## config.mk

```make
export PLATFORM = sky130hd
export DESIGN_NAME = rgba8_saturating_channel_alu_core
export DESIGN_NICKNAME = d
export VERILOG_FILES = /design/src/rscalu_pkg.sv /design/src/rgba8_saturating_channel_alu_core.sv /design/src/rscalu_div_stage.sv /design/src/rscalu_lane.sv
export SDC_FILE = /design/constraint.sdc
export NUM_CORES = 2
export LEC_CHECK = 0
export BUFFER_PORTS_ARGS = -buffer_cell sky130_fd_sc_hd__buf_4
export CORE_ASPECT_RATIO = 1.4
export CORE_MARGIN = 2
export CORE_UTILIZATION = 65
export DETAILED_ROUTE_END_ITERATION = 6
export PLACE_DENSITY = 0.82
export REMOVE_ABC_BUFFERS = 1
export SLEW_MARGIN = 5
export SYNTH_ARGS = -nofsm -noshare
export SYNTH_HDL_FRONTEND = slang
export SYNTH_SLANG_ARGS = --single-unit
```

## constraint.sdc

```tcl
create_clock -name clk_i -period 12.9 [get_ports clk_i]
set_input_delay 2.58 -clock clk_i [delete_from_list [all_inputs] [get_ports clk_i]]
set_output_delay 2.58 -clock clk_i [all_outputs]
set_load 0.02 [all_outputs]
```

## src/rscalu_pkg.sv

```systemverilog
`timescale 1ns / 1ps
package rscalu_pkg;

  localparam int unsigned ChanW = 8;
  localparam int unsigned OpW   = 3;

  localparam logic [OpW-1:0] OP_ADD = 3'd0;
  localparam logic [OpW-1:0] OP_SUB = 3'd1;
  localparam logic [OpW-1:0] OP_MUL = 3'd2;
  localparam logic [OpW-1:0] OP_DIV = 3'd3;
  localparam logic [OpW-1:0] OP_OR  = 3'd4;
  localparam logic [OpW-1:0] OP_AND = 3'd5;

  localparam logic [ChanW-1:0] ChanMax = 8'hFF;

  // Each divide stage resolves two quotient bits.
  localparam int unsigned DivStages = ChanW / 2;

  // Register stages from the start strobe to the result strobe: operand capture,
  // product and divide setup, the divide stages and the output register.
  localparam int unsigned Latency = DivStages + 3;

  // Partial state of one channel's long division.
  typedef struct packed {
    logic [ChanW-1:0] rem;  // running remainder, below the divisor
    logic [ChanW-1:0] num;  // numerator bits not yet brought down
    logic [ChanW-1:0] quo;  // quotient bits found so far
    logic [ChanW-1:0] dvs;  // divisor
  } div_t;

endpackage

```

## src/rgba8_saturating_channel_alu_core.sv

```systemverilog
`timescale 1ns / 1ps
// Channel-wise RGBA8 arithmetic: add and subtract saturate, multiply gives
// a*b/255 and divide gives min(255, 255*a/b), with 255 for a zero divisor.
// The block accepts a new word every cycle (busy_o stays low) and returns each
// result on done_o, in order, after the lane's register stages. Their depth
// is set by the divide, whose eight quotient bits are resolved two per
// stage. Results are shown for one cycle only and must be taken then.
module rgba8_saturating_channel_alu_core
  import rscalu_pkg::*;
(
  input  logic             clk_i,
  input  logic             rst_ni,
  input  logic             start_i,
  output logic             busy_o,
  input  logic [OpW-1:0]   op_i,
  input  logic [ChanW-1:0] lhs_red_i,
  input  logic [ChanW-1:0] lhs_green_i,
  input  logic [ChanW-1:0] lhs_blue_i,
  input  logic [ChanW-1:0] lhs_alpha_i,
  input  logic [ChanW-1:0] rhs_red_i,
  input  logic [ChanW-1:0] rhs_green_i,
  input  logic [ChanW-1:0] rhs_blue_i,
  input  logic [ChanW-1:0] rhs_alpha_i,
  output logic             done_o,
  output logic [ChanW-1:0] out_red_o,
  output logic [ChanW-1:0] out_green_o,
  output logic [ChanW-1:0] out_blue_o,
  output logic [ChanW-1:0] out_alpha_o
);

  logic [Latency-1:0] vld_d;
  logic [Latency-1:0] vld_q;

  assign busy_o = 1'b0;
  assign vld_d  = {vld_q[Latency-2:0], start_i};

  always_ff @(posedge clk_i or negedge rst_ni) begin
    if (!rst_ni) begin
      vld_q <= '0;
    end else begin
      vld_q <= vld_d;
    end
  end

  assign done_o = vld_q[Latency-1];

  rscalu_lane u_lane_red (
    .clk_i (clk_i),
    .op_i  (op_i),
    .a_i   (lhs_red_i),
    .b_i   (rhs_red_i),
    .out_o (out_red_o)
  );

  rscalu_lane u_lane_green (
    .clk_i (clk_i),
    .op_i  (op_i),
    .a_i   (lhs_green_i),
    .b_i   (rhs_green_i),
    .out_o (out_green_o)
  );

  rscalu_lane u_lane_blue (
    .clk_i (clk_i),
    .op_i  (op_i),
    .a_i   (lhs_blue_i),
    .b_i   (rhs_blue_i),
    .out_o (out_blue_o)
  );

  rscalu_lane u_lane_alpha (
    .clk_i (clk_i),
    .op_i  (op_i),
    .a_i   (lhs_alpha_i),
    .b_i   (rhs_alpha_i),
    .out_o (out_alpha_o)
  );

endmodule

```

## src/rscalu_div_stage.sv

```systemverilog
`timescale 1ns / 1ps
module rscalu_div_stage
  import rscalu_pkg::*;
(
  input  logic clk_i,
  input  div_t div_i,
  output div_t div_o
);

  div_t       div_d;
  div_t       div_q;
  logic [8:0] r0;
  logic [8:0] d0;
  logic [7:0] rem0;
  logic       b0;
  logic [8:0] r1;
  logic [8:0] d1;
  logic [7:0] rem1;
  logic       b1;

  // Two restoring division steps per stage.
  always_comb begin
    r0   = {div_i.rem, div_i.num[7]};
    d0   = r0 - {1'b0, div_i.dvs};
    b0   = (r0 >= {1'b0, div_i.dvs});
    rem0 = b0 ? d0[7:0] : r0[7:0];

    r1   = {rem0, div_i.num[6]};
    d1   = r1 - {1'b0, div_i.dvs};
    b1   = (r1 >= {1'b0, div_i.dvs});
    rem1 = b1 ? d1[7:0] : r1[7:0];

    div_d.rem = rem1;
    div_d.num = {div_i.num[5:0], 2'b00};
    div_d.quo = {div_i.quo[5:0], b0, b1};
    div_d.dvs = div_i.dvs;
  end

  always_ff @(posedge clk_i) begin
    div_q <= div_d;
  end

  assign div_o = div_q;

endmodule

```

## src/rscalu_lane.sv

```systemverilog
`timescale 1ns / 1ps
module rscalu_lane
  import rscalu_pkg::*;
(
  input  logic             clk_i,
  input  logic [OpW-1:0]   op_i,
  input  logic [ChanW-1:0] a_i,
  input  logic [ChanW-1:0] b_i,
  output logic [ChanW-1:0] out_o
);

  // Stage 1: operand capture.
  logic [OpW-1:0]   op1_q;
  logic [ChanW-1:0] a1_q;
  logic [ChanW-1:0] b1_q;

  always_ff @(posedge clk_i) begin
    op1_q <= op_i;
    a1_q  <= a_i;
    b1_q  <= b_i;
  end

  // Stage 2: simple operations, product, division setup.
  logic [ChanW:0]     sum1;
  logic [ChanW-1:0]   simple1;
  logic [2*ChanW-1:0] num1;
  div_t               div1;

  logic [OpW-1:0]     op2_q;
  logic [ChanW-1:0]   simple2_q;
  logic [2*ChanW-1:0] prod2_q;
  logic               sat2_q;
  div_t               div2_q;

  always_comb begin
    sum1 = {1'b0, a1_q} + {1'b0, b1_q};
    case (op1_q)
      OP_ADD:  simple1 = sum1[ChanW] ? ChanMax : sum1[ChanW-1:0];
      OP_SUB:  simple1 = (a1_q >= b1_q) ? (a1_q - b1_q) : '0;
      OP_OR:   simple1 = a1_q | b1_q;
      OP_AND:  simple1 = a1_q & b1_q;
      default: simple1 = a1_q;
    endcase
    num1     = {a1_q, {ChanW{1'b0}}} - {{ChanW{1'b0}}, a1_q};
    div1.rem = num1[2*ChanW-1:ChanW];
    div1.num = num1[ChanW-1:0];
    div1.quo = '0;
    div1.dvs = b1_q;
  end

  always_ff @(posedge clk_i) begin
    op2_q     <= op1_q;
    simple2_q <= simple1;
    prod2_q   <= a1_q * b1_q;
    // a >= b covers a zero divisor as well; both give full scale.
    sat2_q    <= (a1_q >= b1_q);
    div2_q    <= div1;
  end

  // Stage 3: product divided by 255, exact for products of two channel values.
  logic [2*ChanW:0] mq2;
  logic [ChanW-1:0] simple2;

  always_comb begin
    mq2 = {1'b0, prod2_q} + {{(ChanW+1){1'b0}}, prod2_q[2*ChanW-1:ChanW]} + 17'd1;
    simple2 = (op2_q == OP_MUL) ? mq2[2*ChanW-1:ChanW] : simple2_q;
  end

  logic [OpW-1:0]   op_q     [DivStages];
  logic [ChanW-1:0] simple_q [DivStages];
  logic             sat_q    [DivStages];
  div_t             div_w    [DivStages+1];

  assign div_w[0] = div2_q;

  always_ff @(posedge clk_i) begin
    op_q[0]     <= op2_q;
    simple_q[0] <= simple2;
    sat_q[0]    <= sat2_q;
    for (int i = 1; i < DivStages; i++) begin
      op_q[i]     <= op_q[i-1];
      simple_q[i] <= simple_q[i-1];
      sat_q[i]    <= sat_q[i-1];
    end
  end

  for (genvar g = 0; g < DivStages; g++) begin : g_div
    rscalu_div_stage u_div_stage (
      .clk_i (clk_i),
      .div_i (div_w[g]),
      .div_o (div_w[g+1])
    );
  end

  // Final selection into the output register.
  logic [ChanW-1:0] out_d;
  logic [ChanW-1:0] out_q;

  always_comb begin
    if (op_q[DivStages-1] == OP_DIV) begin
      out_d = sat_q[DivStages-1] ? ChanMax : div_w[DivStages].quo;
    end else begin
      out_d = simple_q[DivStages-1];
    end
  end

  always_ff @(posedge clk_i) begin
    out_q <= out_d;
  end

  assign out_o = out_q;

endmodule
```

---- Yosys cells after proc, flatten, opt, wreduce, memory -nomap -nowiden ----
Memory sizes are Yosys's and may differ from the RTL's.
Cells that the tools add are included.
operators by class
  divide/modulo/power cells ............... 0
  reduce and logical (&&, ||, !) cells .... 1
  multipliers ............................. 4
  eq/ne operators ......................... 8
  multiplexer cells ....................... 52
  magnitude comparators ................... 36
  shifts and indexed selects .............. 0
  bitwise logic cells ..................... 8
  add/subtract/negate cells ............... 48
operators with widths
  operator                 count
  $mux W8                  48
  $ge A9 B8 Y1             32
  $sub A8 B8 Y8            32
  $pmux W8 S4              4
  $add A16 B1 Y16 const B  4
  $add A16 B8 Y16          4
  $mul A8 B8 Y16           4
  $sub A16 B8 Y16          4
  $add A8 B8 Y9            4
  $and A8 B8 Y8            4
  $ge A8 B8 Y1             4
  $or A8 B8 Y8             4
  $eq A3 B2 Y1 const B     5
  $eq A3 B3 Y1 const B     2
  $eq A3 B1 Y1 const B     1
  $logic_not A3 Y1         1
storage, ports and cells
  input bits .............................. 70
  memory bits (read-only) ................. 0
  latch bits .............................. 0
  bits in writable memories ............... 192
  logic and storage cells ................. 260
  register bits ........................... 625
  memories kept ........................... 12
  output and inout bits ................... 34
memories
  name                   depth  bits a word  rd ports  clocked after Yosys merged registers in  wr ports  RTL line           text
  u_lane_alpha.simple_q  4      8            4         0                                        4         rscalu_lane.sv:70  logic [ChanW-1:0] simple_q [DivStages];
  u_lane_blue.simple_q   4      8            4         0                                        4         rscalu_lane.sv:70
  u_lane_green.simple_q  4      8            4         0                                        4         rscalu_lane.sv:70
  u_lane_red.simple_q    4      8            4         0                                        4         rscalu_lane.sv:70
  u_lane_alpha.op_q      4      3            4         0                                        4         rscalu_lane.sv:69  logic [OpW-1:0] op_q [DivStages];
  u_lane_blue.op_q       4      3            4         0                                        4         rscalu_lane.sv:69
  +6 memories            --     --           --        --                                       --        --

---- Longest topological paths before layout ----
  depth after elaboration ................. 4
  depth in mapped cells ................... 19
  mapped depth without buffers ............ 18

---- Modules after synthesis ----
A second synthesis with hierarchy kept.
second synthesis, totals
  cells, all modules ...................... 5044
  area total of the unflattened synthesis .. 51376.8 sq um
by module, submodules not included
  module                                                     sequential area each (sq um)  area each (sq um)  instances  cells an instance
  rscalu_div_stage at u_lane_alpha.g_div[0].u_div_stage ...  600.6                         1630.3             13         155
  rscalu_lane at u_lane_blue ...                             2542.4                        6278.5             2          640
  rscalu_lane at u_lane_alpha                                2542.4                        6338.6             1          648
  rscalu_lane at u_lane_red                                  2542.4                        6327.3             1          630
  rscalu_div_stage at u_lane_red.g_div[2].u_div_stage ...    600.6                         1602.8             2          158
  rscalu_div_stage at u_lane_red.g_div[1].u_div_stage        600.6                         1567.8             1          146
  rgba8_saturating_channel_alu_core                          175.2                         186.4              1          9

---- Least setup slack after synthesis ----
Ideal clock, no wire load.
  kind .................................... flip-flop to flip-flop
  start ................................... reg u_lane_blue.a1_q[5]
  end ..................................... reg u_lane_blue.prod2_q[15]
  path buffers ............................ 1
  stages on the path, launching flop included .. 18
  clock period less this slack ............ 4668 ps
  arrival ................................. 4547 ps
  setup slack ............................. 8232 ps
  cells stage by stage .................... dfxtp_1 clkbuf_1 nand2_1 fa_1 fa_1 inv_1 fa_1 inv_1 fa_1 inv_1 ha_1 o21a_1 o31a_1 o211ai_1 a21oi_1 a2111oi_0 a21oi_1 xnor2_1
between the ends
  word-level cells in the longest chain between the ends .. 1
ends and longest elaborated chain
  item                      RTL line           text
  start: declaration        rscalu_lane.sv:14  logic [ChanW-1:0] a1_q;
  start signal: assignment  rscalu_lane.sv:19  a1_q <= a_i;
  $mul A8 B8 Y16            rscalu_lane.sv:54  prod2_q <= a1_q * b1_q;
  end signal: assignment    rscalu_lane.sv:54
  end: declaration          rscalu_lane.sv:31  logic [2*ChanW-1:0] prod2_q;
Every way passes these cells.

---- Worst setup path in the final report ----
  start ................................... reg u_lane_alpha.a1_q[4]
  end ..................................... reg u_lane_alpha.prod2_q[15]
between the ends
  word-level cells in the longest chain between the ends .. 1
ends and longest elaborated chain
  item                      RTL line
  start: declaration        rscalu_lane.sv:14
  start signal: assignment  rscalu_lane.sv:19
  $mul A8 B8 Y16            rscalu_lane.sv:54
  end signal: assignment    rscalu_lane.sv:54
  end: declaration          rscalu_lane.sv:31
Every way passes these cells.

==> impl_metrics.py <==
metrics = {
    "yosys": {
        "async_flop_share_pct": 0.8963,
        "yosys-top-cells-area": "dfxtp_1 36%, ha_1 15%, fa_1 8.4%, inv_1 4.6%, nor2_1 4.1%",
        "avgSynthCellArea_sq_um": 9.625,
        "synthFlopType": "dfxtp_1",
        "ys_types": 93,
        "yosys_warnings": 0,
        "synthTopCellsByCount": "774 x dfxtp_1, 528 x ha_1, 523 x inv_1",
        "synthCells": 4480,
        "ys_seq_area_share_pct": 36.34,
        "synth_top_cell_area_share_pct": 35.94,
        "synth_edf_count": 0,
        "synth_top_area_cell": "dfxtp_1",
        "synthesis.area_sq_um": 43120,
        "synth_seq_cells": 781,
        "yosysMostFrequentCell": "dfxtp_1",
    },
    "floorplanning": {
        "dieArea_sq_um": 68440,
        "die_w_microns": 221.7,
        "start_util_pct": 65.78,
        "core-area_sq_um": 65550,
        "io_pins": 104,
        "die_h_microns": 308.8,
        "placementRows": 111,
    },
    "critical_path": {
        "critPathCaptureType": "flip-flop",
        "crit_fanout": 11,
        "path_class": "reg -> reg",
        "cp-start-kind": "flip-flop",
        "crit_path_start": "u_lane_alpha.a1_q[4]$_DFF_P_",
        "critPathRequiredTime_ns": 13.42,
        "r2r-start": "u_lane_alpha.a1_q[4]$_DFF_P_",
        "arrival_ns": 5.57,
    },
    "layout": {
        "fin_util_pct": 72.21,
        "diodes": 0,
        "final_nets": 5369,
        "drive_gt1_share_pct": 9.437,
        "area_growth_pct": 9.782,
    },
    "sta": {
        "tns_ns": 0,
        "max_freq_mhz": 198.0,
        "timing.slew.headroom_pct": 29.32,
        "fin_worst_skew_ns": 0.03037,
        "final-setup-viol-count": 0,
        "fin_crit_sh_pct": 39.15,
        "hold_viol": 0,
        "rsz0062_at_grt": "no",
        "tightest_slew_ns": 1.056,
        "maxSlewViolCount": 0,
        "fin_crit_ns": 5.050,
    },
    "pwr": {
        "p_switching_mw": 4.042,
        "power_mw": 10.95,
        "seq_power_share_pct": 29.9,
        "swShare_pct": 36.91,
        "pwr-share-comb_pct": 48.7,
        "power.leakage_nw": 22.10,
        "clock_power_share_pct": 21.4,
        "p_per_area_nw_per_um2": 231.3,
        "peakVddDrop_mv": 0.1322,
        "internal-power_mw": 6.908,
    },
    "clock_tree": {
        "cts_made_buffers": 74,
        "ctsHoldBuffers": 0,
        "clk-insertion-delay-late_ns": 0.65,
        "clk_path_buf_depth": 3,
        "postCtsSetupBuffers": 0,
        "cts_tree": "built",
        "cts.clk_slew.worst_paths_ns": 0.07,
        "ctsHtreeMaxLevel": 3,
        "cts_sinks": 781,
        "cts_resized": 0,
        "root_buffer": "clkbuf_16",
    },
    "routing": {
        "drc": 7,
        "num_vias": 31944,
        "drt_iter0_markers": 1950,
        "ant_nets": 0,
        "wire_per_inst_microns": 17.97,
        "first_pass_iters": 7,
        "viasPerCell": 5.809,
        "wirelength_mm": 98.82,
    },
    "place": {
        "port-buffer-count": 102,
        "place_congestion": 0.9381,
        "dp_hpwl_mm": 75.77,
    },
    "global_routing": {
        "first_global_vias": 32946,
        "track_usage_pct": 28.88,
        "grt_pass1_wl_mm": 159.8,
        "antenna_found_initial": 2,
        "grt_max_degree": 68,
        "grt_overflow": 0,
    },
    "min_path": {
        "hold_path.class": "reg -> reg",
        "worstHoldStart": "u_lane_green.div2_q[17]$_DFF_P_",
    },
    "outcome": {
        "violations": "design-rule violations",
        "status": "complete, but fails checks",
    },
    "flow_run": {
        "maxCapViolCount": 0,
    },
}
## state kept, by name, summed over array words and instances (netlist names), 9 cells and up
name                                  count
u_lane_red.g_div.u_div_stage.div_o       80
u_lane_red.div2_q                        24
u_lane_blue.simple_q                     32
u_lane_alpha.simple_q                    32
u_lane_green.prod2_q                     16
u_lane_blue.prod2_q                      16
u_lane_blue.div2_q                       24
u_lane_blue.g_div.u_div_stage.div_o      80
u_lane_alpha.prod2_q                     16
u_lane_green.div2_q                      24
u_lane_green.op_q                         9
u_lane_alpha.div2_q                      24
u_lane_green.simple_q                    32
u_lane_red.simple_q                      32
u_lane_red.prod2_q                       16
u_lane_alpha.g_div.u_div_stage.div_o     80
u_lane_green.g_div.u_div_stage.div_o     80
## placed cells by master (no fill, tap or decap), types with 35 or more instances in the layout
master,synthesis,layout
dfxtp_1,774,771
ha_1,528,528
inv_1,523,523
nor2_1,467,467
nand2_1,247,247
a21oi_1,215,215
o21ai_0,212,212
fa_1,180,180
xnor2_1,164,164
buf_4,2,111
mux2_2,105,105
o21a_1,78,78
clkbuf_16,0,75
nor3_1,70,70
xor2_1,62,62
a21o_1,57,57
nand3_1,52,52
nor2b_1,49,49
nand4_1,48,48
mux2i_1,45,45
a211oi_1,35,35
## through the flow
step                std cells  setup slack (ns)  instance area, sq um  hold slack (ns)
floorplan                4404             8.349                 42780           0.3096
finish                   5499             7.850                 47340           0.3163
global route             5499             7.587                 47340           0.3174
global placement         5362             8.092                 44690           0.3098
detailed placement       5362             7.919                 44690           0.3121
CTS                      5499             7.909                 47340           0.3139
## power by group through the flow
| stage | sequential, mW | combinational [mW] | clock [mW] |
|---|---|---|---|
| 6_report | 3.27 | 5.34 | 2.34 |
| 3_3_place_gp | 3.30 | 5.07 | 0 |
| 3_5_place_dp | 3.32 | 5.23 | 0 |
| 2_1_floorplan | 3.24 | 4.20 | 0 |
| 4_1_cts | 3.27 | 5.32 | 2.37 |
| 5_1_grt | 3.32 | 5.96 | 2.46 |
## cells by family (layout without fill, tap and decap cells)
group	count (synthesis)	count (layout)	share of synthesized area, %
AND/OR/NAND/NOR	1085	1085	11.53
AO/OA/AOI/OAI	870	870	13.52
flip-flops	781	781	36.34
adder cells (fa/ha/maj)	708	708	23.68
buffers and inverters	629	801	5.592
XOR/XNOR	226	226	4.591
multiplexers	180	180	4.744
other	1	1	0.008697
## critical path, stage by stage (launching register included)
cell	delay [ns]
dfxtp_1	0.57
clkinv_1	0.38
nor2_1	0.22
fa_1	0.45
ha_1	0.29
inv_1	0.06
fa_1	0.51
fa_1	0.55
inv_1	0.05
ha_1	0.35
o21a_1	0.21
o31a_1	0.13
o211ai_1	0.23
a21oi_1	0.10
a2111oi_1	0.55
a21oi_1	0.16
xnor2_1	0.16
## path summary, 6_finish.rpt
path	slack [ns]	cells after the start	endpoint
max	7.85	16	u_lane_alpha.prod2_q[15]$_DFF_P_
min	0.32	0	u_lane_green.g_div[0].u_div_stage.div_o[19]$_DFF_P_
max reg2reg	7.85	16	u_lane_alpha.prod2_q[15]$_DFF_P_
min reg2reg	0.32	0	u_lane_green.g_div[0].u_div_stage.div_o[19]$_DFF_P_
max in group asynchronous	11.03	1	vld_q[1]$_DFF_PN0_
min in group asynchronous	1.73	1	vld_q[3]$_DFF_PN0_
## cell type report
type                    instances  area, sq um
multi-input cells            3070        25040
fillers                      4794        18220
flip-flops and latches        781        15670
inverters                     553         2076
clock buffers                  95         2052
well taps                     847         1060
repair buffers                111        833.3
clock inverters                42        599.3
## per-layer routing
metal,global-route usage (%),vias to the layer above,wire length [microns]
li1,-,15475,-
met1,30.79,15197,37460
met2,54.50,946,51440
met3,3.467,324,4148
met4,17.49,2,5756
met5,0,-,13
Note: power is estimated with default switching activity, not from simulation.
